File: config.mk
export PLATFORM = sky130hd
export DESIGN_NAME = tmcs_ctrl
export DESIGN_NICKNAME = d
export VERILOG_FILES = /design/src/rtl/core/tmcs_pkg.sv /design/src/rtl/core/tmcs_ctrl.sv
export SDC_FILE = /design/constraint.sdc
export NUM_CORES = 1
export LEC_CHECK = 0
export ABC_AREA = 1
export BUFFER_PORTS_ARGS = -buffer_cell sky130_fd_sc_hd__clkbuf_2
export CAP_MARGIN = 20
export CORE_UTILIZATION = 45
export DETAILED_ROUTE_END_ITERATION = 12
export PLACE_DENSITY = 0.79
export SLEW_MARGIN = 25
export SYNTH_ARGS = -nofsm -noshare
export SYNTH_HDL_FRONTEND = slang
export SYNTH_SLANG_ARGS = --single-unit
File: constraint.sdc
create_clock -name clk -period 1.25 [get_ports clk]
set_input_delay 0.1875 -clock clk [delete_from_list [all_inputs] [get_ports clk]]
set_output_delay 0.1875 -clock clk [all_outputs]
set_load 0.01 [all_outputs]
File: src/rtl/core/tmcs_pkg.sv
// ----------------------------------------------------------------------------
// tmcs_pkg
// Shared types, codes and sizes of the three-address processor core.
// ----------------------------------------------------------------------------
package tmcs_pkg;

    // Memory and register file sizes.
    localparam int IMEM_DEPTH = 1024;
    localparam int DMEM_DEPTH = 1024;
    localparam int REG_COUNT  = 8;
    localparam int PC_INDEX   = 7;

    localparam int IA_W      = $clog2(IMEM_DEPTH);
    localparam int DA_W      = $clog2(DMEM_DEPTH);
    localparam int RA_W      = $clog2(REG_COUNT);
    localparam int MAX_DEPTH = (IMEM_DEPTH > DMEM_DEPTH) ? IMEM_DEPTH : DMEM_DEPTH;
    localparam int CNT_W     = $clog2(MAX_DEPTH);

    // Command codes of an input beat.
    localparam logic [1:0] CMD_STEP  = 2'd0;
    localparam logic [1:0] CMD_WRITE = 2'd1;
    localparam logic [1:0] CMD_CLEAR = 2'd2;

    // Opcodes.
    localparam logic [4:0] OP_HALT = 5'd0;
    localparam logic [4:0] OP_IN   = 5'd1;
    localparam logic [4:0] OP_OUT  = 5'd2;
    localparam logic [4:0] OP_ADD  = 5'd3;
    localparam logic [4:0] OP_SUB  = 5'd4;
    localparam logic [4:0] OP_MUL  = 5'd5;
    localparam logic [4:0] OP_DIV  = 5'd6;
    localparam logic [4:0] OP_LD   = 5'd7;
    localparam logic [4:0] OP_ST   = 5'd8;
    localparam logic [4:0] OP_LDA  = 5'd9;
    localparam logic [4:0] OP_LDC  = 5'd10;
    localparam logic [4:0] OP_JLT  = 5'd11;
    localparam logic [4:0] OP_JLE  = 5'd12;
    localparam logic [4:0] OP_JGT  = 5'd13;
    localparam logic [4:0] OP_JGE  = 5'd14;
    localparam logic [4:0] OP_JEQ  = 5'd15;
    localparam logic [4:0] OP_JNE  = 5'd16;

    // Status codes of a result beat.
    localparam logic [2:0] ST_OK     = 3'd0;
    localparam logic [2:0] ST_HALT   = 3'd1;
    localparam logic [2:0] ST_IFAULT = 3'd2;
    localparam logic [2:0] ST_DFAULT = 3'd3;
    localparam logic [2:0] ST_DIVZ   = 3'd4;

    // One instruction word as held in the instruction store.
    typedef struct packed {
        logic [4:0]  op;
        logic [2:0]  ra;
        logic [15:0] disp;
        logic [2:0]  rb;
    } instr_t;

    // Commands from the controller to the datapath.
    typedef struct packed {
        logic accept;
        logic disp;
        logic fetch;
        logic rd_t;
        logic rd_s;
        logic rd_r;
        logic exec;
        logic div_start;
        logic div_cap;
        logic ld_cap;
        logic wb;
        logic sweep_init;
        logic sweep_clear;
        logic load_res;
    } ctl_t;

    // Status from the datapath to the controller.
    typedef struct packed {
        logic [1:0] cmd;
        logic       pc_fault;
        logic [4:0] op;
        logic       div_zero;
        logic       addr_fault;
        logic       div_done;
        logic       init_last;
        logic       clear_last;
        logic       out_free;
    } stat_t;

endpackage

File: src/rtl/core/tmcs_ctrl.sv
// ----------------------------------------------------------------------------
// tmcs_ctrl
// Sequencer of the core: init sweep, command dispatch and instruction phases.
// ----------------------------------------------------------------------------
module tmcs_ctrl (
    input  logic           clk,
    input  logic           rst_n,
    input  logic           in_valid,
    output logic           in_ready,
    input  tmcs_pkg::stat_t stat,
    output tmcs_pkg::ctl_t  ctl
);
    import tmcs_pkg::*;

    typedef enum logic [12:0] {
        S_INIT  = 13'b0000000000001,
        S_IDLE  = 13'b0000000000010,
        S_DISP  = 13'b0000000000100,
        S_FETCH = 13'b0000000001000,
        S_RDT   = 13'b0000000010000,
        S_RDS   = 13'b0000000100000,
        S_RDR   = 13'b0000001000000,
        S_EXEC  = 13'b0000010000000,
        S_DIV   = 13'b0000100000000,
        S_LDW   = 13'b0001000000000,
        S_WB    = 13'b0010000000000,
        S_CLEAR = 13'b0100000000000,
        S_DONE  = 13'b1000000000000
    } state_t;

    state_t state_reg, state_next;

    // Next state and command decode.
    always_comb
    begin
        state_next = state_reg;
        ctl        = '0;
        in_ready   = 1'b0;
        case (state_reg)
            S_INIT:
            begin
                ctl.sweep_init = 1'b1;
                if (stat.init_last)
                begin
                    state_next = S_IDLE;
                end
            end
            S_IDLE:
            begin
                in_ready   = 1'b1;
                ctl.accept = 1'b1;
                if (in_valid)
                begin
                    state_next = S_DISP;
                end
            end
            S_DISP:
            begin
                ctl.disp = 1'b1;
                case (stat.cmd)
                    CMD_STEP:  state_next = stat.pc_fault ? S_DONE : S_FETCH;
                    CMD_CLEAR: state_next = S_CLEAR;
                    default:   state_next = S_DONE;
                endcase
            end
            S_FETCH:
            begin
                ctl.fetch  = 1'b1;
                state_next = S_RDT;
            end
            S_RDT:
            begin
                ctl.rd_t   = 1'b1;
                state_next = S_RDS;
            end
            S_RDS:
            begin
                ctl.rd_s   = 1'b1;
                state_next = S_RDR;
            end
            S_RDR:
            begin
                ctl.rd_r   = 1'b1;
                state_next = S_EXEC;
            end
            S_EXEC:
            begin
                ctl.exec = 1'b1;
                if (stat.op == OP_DIV && !stat.div_zero)
                begin
                    ctl.div_start = 1'b1;
                    state_next    = S_DIV;
                end
                else if (stat.op == OP_LD && !stat.addr_fault)
                begin
                    state_next = S_LDW;
                end
                else if (stat.op inside {OP_IN, OP_ADD, OP_SUB, OP_MUL, OP_LDA, OP_LDC})
                begin
                    state_next = S_WB;
                end
                else
                begin
                    state_next = S_DONE;
                end
            end
            S_DIV:
            begin
                if (stat.div_done)
                begin
                    ctl.div_cap = 1'b1;
                    state_next  = S_WB;
                end
            end
            S_LDW:
            begin
                ctl.ld_cap = 1'b1;
                state_next = S_WB;
            end
            S_WB:
            begin
                ctl.wb     = 1'b1;
                state_next = S_DONE;
            end
            S_CLEAR:
            begin
                ctl.sweep_clear = 1'b1;
                if (stat.clear_last)
                begin
                    state_next = S_DONE;
                end
            end
            S_DONE:
            begin
                if (stat.out_free)
                begin
                    ctl.load_res = 1'b1;
                    state_next   = S_IDLE;
                end
            end
            default:
            begin
                state_next = S_IDLE;
            end
        endcase
    end

    // State register.
    always_ff @(posedge clk or negedge rst_n)
    begin
        if (!rst_n)
        begin
            state_reg <= S_INIT;
        end
        else
        begin
            state_reg <= state_next;
        end
    end

endmodule

# After elaboration in Yosys (flattened, before gate mapping)
# Cells that the tools add are included.
[classes] multipliers=0 n_eq_ne=27 n_shift=0 n_div=0 muxes=27 add_sub_neg=0 reduce_logical=7 n_bitwise=0 magnitude_cmp=0
[ops] cell="one-hot mux 13 bit (13 select lines)" n=1
[ops] cell="2-to-1 mux 13 bit" n=9
[ops] cell="one-hot mux 13 bit (2 select lines)" n=1
[ops] cell="equality test 5 x 3 -> 1 bit (second input constant)" n=4
[ops] cell="2-to-1 mux 1 bit" n=15
[ops] cell="equality test 13 x 1 -> 1 bit (second input constant)" n=1
[ops] cell="equality test 13 x 10 -> 1 bit (second input constant)" n=1
[ops] cell="equality test 13 x 11 -> 1 bit (second input constant)" n=1
[ops] cell="equality test 13 x 12 -> 1 bit (second input constant)" n=1
[ops] cell="equality test 13 bit (second input constant)" n=1
[ops] cell="equality test 13 x 2 -> 1 bit (second input constant)" n=1
[ops] cell="equality test 13 x 3 -> 1 bit (second input constant)" n=1
[ops] cell="equality test 13 x 4 -> 1 bit (second input constant)" n=1
[ops] cell="equality test 13 x 5 -> 1 bit (second input constant)" n=1
[ops] cell="equality test 13 x 6 -> 1 bit (second input constant)" n=1
[ops] cell="equality test 13 x 7 -> 1 bit (second input constant)" n=1
[ops] cell="equality test 13 x 8 -> 1 bit (second input constant)" n=1
[ops] cell="equality test 13 x 9 -> 1 bit (second input constant)" n=1
[ops] cell="equality test 5 x 4 -> 1 bit (second input constant)" n=2
[ops] cell="inequality test 2 bit (second input constant)" n=5
[ops] cell="nonzero test 6 bit" n=1
[ops] cell="equality test 5 x 1 -> 1 bit (second input constant)" n=1
[ops] cell="equality test 5 x 2 -> 1 bit (second input constant)" n=1
[ops] cell="AND reduction 5 bit" n=1
[ops] cell="other kinds (5)" n=7
[totals] mem_bits_ro=0 reg_bits=13 wordCells=62 ram_bits=0 n_memories=0 inputBits=17 latch_bits=0

# Longest topological paths before layout
[logic_depth] word_depth=6 mapped_depth=11

# Worst setup path before layout
# OpenSTA, ideal clock, no wires.
[synth_timing] kind="register -> register" from="reg state_reg[11]" to="reg state_reg[1]" slack_ps=-104 arrival_ps=1241 t_required_ps=1137 stages_incl_launch_ff=11 setup_time_ps=113 path_buffers=0 cell_sequence="dfrtp_1 nor2_4 nand2_4 nor2_8 nand2_4 nor2_4 nor2_1 nand3_2 nand2_2 nand2_1 inv_1"
[synth_between] elab_chain_cells=3 elab_cells_between_ends=20 classes_between="eq/ne: 18; mux: 1; reduce/logical: 1"
[synth_lines] item="start, declared" line="tmcs_ctrl.sv:31" text="state_t state_reg, state_next;"
[synth_lines] item="start signal, assigned" line="tmcs_ctrl.sv:157" text="state_reg <= state_next;"
[synth_lines] item="equality test 13 x 9 -> 1 bit (tied with other cells)" line="tmcs_ctrl.sv:39" text="case (state_reg)"
[synth_lines] item="inequality test 2 bit (no line)"
[synth_lines] item="AND reduction 5 bit (no line)"
# Parallel ways exist; a longest one is shown, timed or not.
# A chain may end at the register's enable or synchronous reset.

==> impl_metrics.sql <==
INSERT INTO impl_metrics (metric_group, metric, value, unit) VALUES
('status', 'run_status', 'finished with violations', ''),
('status', 'failed_checks', 'setup timing', ''),
('layout', 'diodes', '0', ''),
('timing', 'slew_headroom', '0.745', ''),
('clocking', 'numClockSinks', '13', ''),
('clocking', 'clkLatencyLatePin', '290', 'ps'),
('power', 'power-per-cell-area', '1240', 'nW/um^2'),
('timing', 'fin_crit_sh', '1.39', ''),
('timing', 'final-setup-viol-count', '23', ''),
('timing', 'finClkSkew', '8.21', 'ps'),
('synth', 'main_combinational_cell_family_by_area_after_synthesis', 'simple AND/OR/NAND/NOR gates', ''),
('global_route', 'grt_use_total', '0.277', ''),
('routing', 'final_antenna_net_count', '0', ''),
('timing', 'report.final.hold_viol_count', '0', ''),
('floorplan', 'design.die.area', '2540', 'sq um'),
('timing', 'slew_violations', '0', ''),
('synth', 'yosysTopAreaCellShare', '0.285', ''),
('synth', 'yosysWarnings', '0', ''),
('critical_path', 'worstSetupStartpoint', 'state_reg[3]$_DFFE_PN0P_', ''),
('routing', 'drt_initial_violations', '45', ''),
('routing', 'overall_via_count_from_detail_route', '1262', ''),
('timing', 'postLayoutSetupSlackWorst', '-483', 'ps'),
('floorplan', 'io-pin-count', '32', ''),
('routing', 'wire_per_inst', '13.7', 'microns'),
('synth', 'syn_area_per_cell', '6.58', 'sq um'),
('synth', 'synth_sequential_area_ratio', '0.310', ''),
('synth', 'yosys-top-cells-area', 'dfrtp_1, inv_1, nor2_1', ''),
('hold_path', 'holdPathStages', '2', ''),
('critical_path', 'worst_path_max_delay_cell', 'dfrtp_1', ''),
('clocking', 'clock_tree.buffer_depth', '2', ''),
('floorplan', 'core', '2210', 'sq um'),
('hold_path', 'hold_start', 'stat[13]', ''),
('layout', 'finalCoreUtilization', '0.738', ''),
('placed_design', 'place_congestion', '0.898', ''),
('synth', 'post_synth_instance_area', '1050', 'sq um'),
('critical_path', 'cp-start-kind', 'flip-flop', ''),
('power', 'report.power.total', '2.03', 'mW'),
('critical_path', 'cp_max_fo', '5', ''),
('clocking', 'cts_tree', 'yes', ''),
('floorplan', 'chipHeight', '50.4', 'microns'),
('floorplan', 'die_width', '50.4', 'microns'),
('routing', 'routed_wirelength', '3480', 'microns'),
('placed_design', 'port_buffers', '31', ''),
('synth', 'synthXorXnorAreaFrac', '0', ''),
('critical_path', 'cp.required', '1060', 'ps'),
('synth', 'synth-async-reset-ratio', '1.00', ''),
('critical_path', 'beginning_of_the_worst_register_to_register_path', 'state_reg[3]$_DFFE_PN0P_', ''),
('clocking', 'cts-htree-levels', '1', ''),
('timing', 'fmax', '0.577', 'GHz'),
('clocking', 'clock_tree.root_cell', 'clkbuf_4', ''),
('synth', 'postSynthCellCount', '160', ''),
('layout', 'nets', '244', ''),
('critical_path', 'crit_chain', 'buf_4, nor2_2, nand2_1, nor2_2, nand2_2, inv_1, clkbuf_2', ''),
('synth', 'synth_edf_count', '0', ''),
('hold_path', 'holdCritPathClass', 'input pin to flip-flop', ''),
('run', 'cap_viol_max_count', '0', ''),
('layout', 'layoutNonFillerInstCount', '254', ''),
('global_route', 'grt_antenna_before_repair', '0', ''),
('synth', 'synth_fp_nets', '177', ''),
('layout', 'fraction_of_layout_instances_using_a_drive_strength_above_1', '0.509', ''),
('global_route', 'overflow', '0', ''),
('power', 'power.leakage', '1.01', 'nW'),
('clocking', 'numCtsBuffers', '3', ''),
('critical_path', 'critPathKind', 'flip-flop to output pin', ''),
('synth', 'synthMuxAreaShare', '0', ''),
('synth', 'synth_seq_cells', '13', ''),
('synth', 'synth_area_leader_cell', 'dfrtp_1', ''),
('global_route', 'vias_in_the_first_global_route', '1244', ''),
('synth', 'yosys.cell_types.count', '21', ''),
('critical_path', 'timing.critical_path.mode_cell', 'nor2_2', ''),
('synth', 'dominantRegCellSynth', 'dfrtp_1', '');
[metrics by stage]
step | hold slack [ps] | setup TNS (ps)
after CTS | 71.7 | -7450
after global placement | 102 | -1490
final | 77.6 | -8730
after global routing | 75.6 | -10520
after detailed placement | 113 | -2020
after floorplan | -108 | -249
[final cells by class]
cell class / count / area, sq um
tap: 28 / 35.0
multi-input combinational: 110 / 671
sequential: 13 / 327
inverter: 36 / 135
timing repair buffer: 63 / 438
fill: 172 / 581
clock buffer: 4 / 26.3
[cell usage after synthesis (2+ instances only)]
master,number
dfrtp_1,12
inv_1,35
nor2_2,3
nand3_2,2
nor2_4,7
nand2_2,6
nand2_4,4
nand4_1,2
nand3_1,13
nand2_1,31
a21oi_1,2
nor2_1,33
o21ai_0,2
[power by group]
| part | internal [mW] | leakage, nW | switching (mW) | total (mW) |
|---|---|---|---|---|
| combinational | 0.535 | 0.819 | 0.696 | 1.23 |
| clock | 0.124 | 0.0150 | 0.155 | 0.279 |
| sequential | 0.466 | 0.174 | 0.0532 | 0.520 |
[path summary, 6_finish.rpt]
path	endpoint	slack, ps
min	state_reg[3]$_DFFE_PN0P_	80
min in group asynchronous	state_reg[1]$_DFFE_PN0P_	350
max reg2reg	state_reg[10]$_DFFE_PN0P_	-470
min reg2reg	state_reg[5]$_DFFE_PN0P_	780
max in group asynchronous	state_reg[0]$_DFFE_PN1P_	580
max	ctl[12]	-480
[cells by family after synthesis]
| logic type | after synthesis |
|---|---|
| simple gates | 105 |
| buf+inv | 37 |
| flops | 13 |
| compound gates | 5 |
[placed cells by master, fill, tap and decap left out, types with 2 or more instances in the layout]
master,count
inv_1,31
buf_4,26
nand2_1,25
nor2_1,23
clkbuf_2,18
nor2_2,12
nand3_1,12
dfrtp_1,12
buf_2,11
nand2_2,9
nor2_4,8
nand2_4,7
buf_6,6
inv_2,5
nand3_2,3
clkbuf_4,3
nand4_1,2
o21ai_0,2
a21oi_1,2
[layer usage]
| metal | track usage | wire length [microns] |
|---|---|---|
| met1 | 0.309 | 1310 |
| met3 | 0.0212 | 192 |
| met2 | 0.520 | 1830 |
| met5 | 0 | 0 |
| met4 | 0.139 | 157 |
[worst max-delay path: cells and delay by family, from the launching register on]
| kind | cells | cell delay [ps] |
|---|---|---|
| and+or+nand+nor | 4 | 480 |
| DFF | 1 | 440 |
| buffers and inverters | 3 | 360 |
[timing repair]
action | CTS | global route
resized for setup | 9 | 37
endpoints found under the hold margin | 12 | 0
buffers inserted | 16 | 5
endpoints found under the setup margin | 23 | 25
hold buffers | 1 | 0
pin swaps | 14 | 14
cloned | 0 | 0
(Power assumes the default switching activity.)
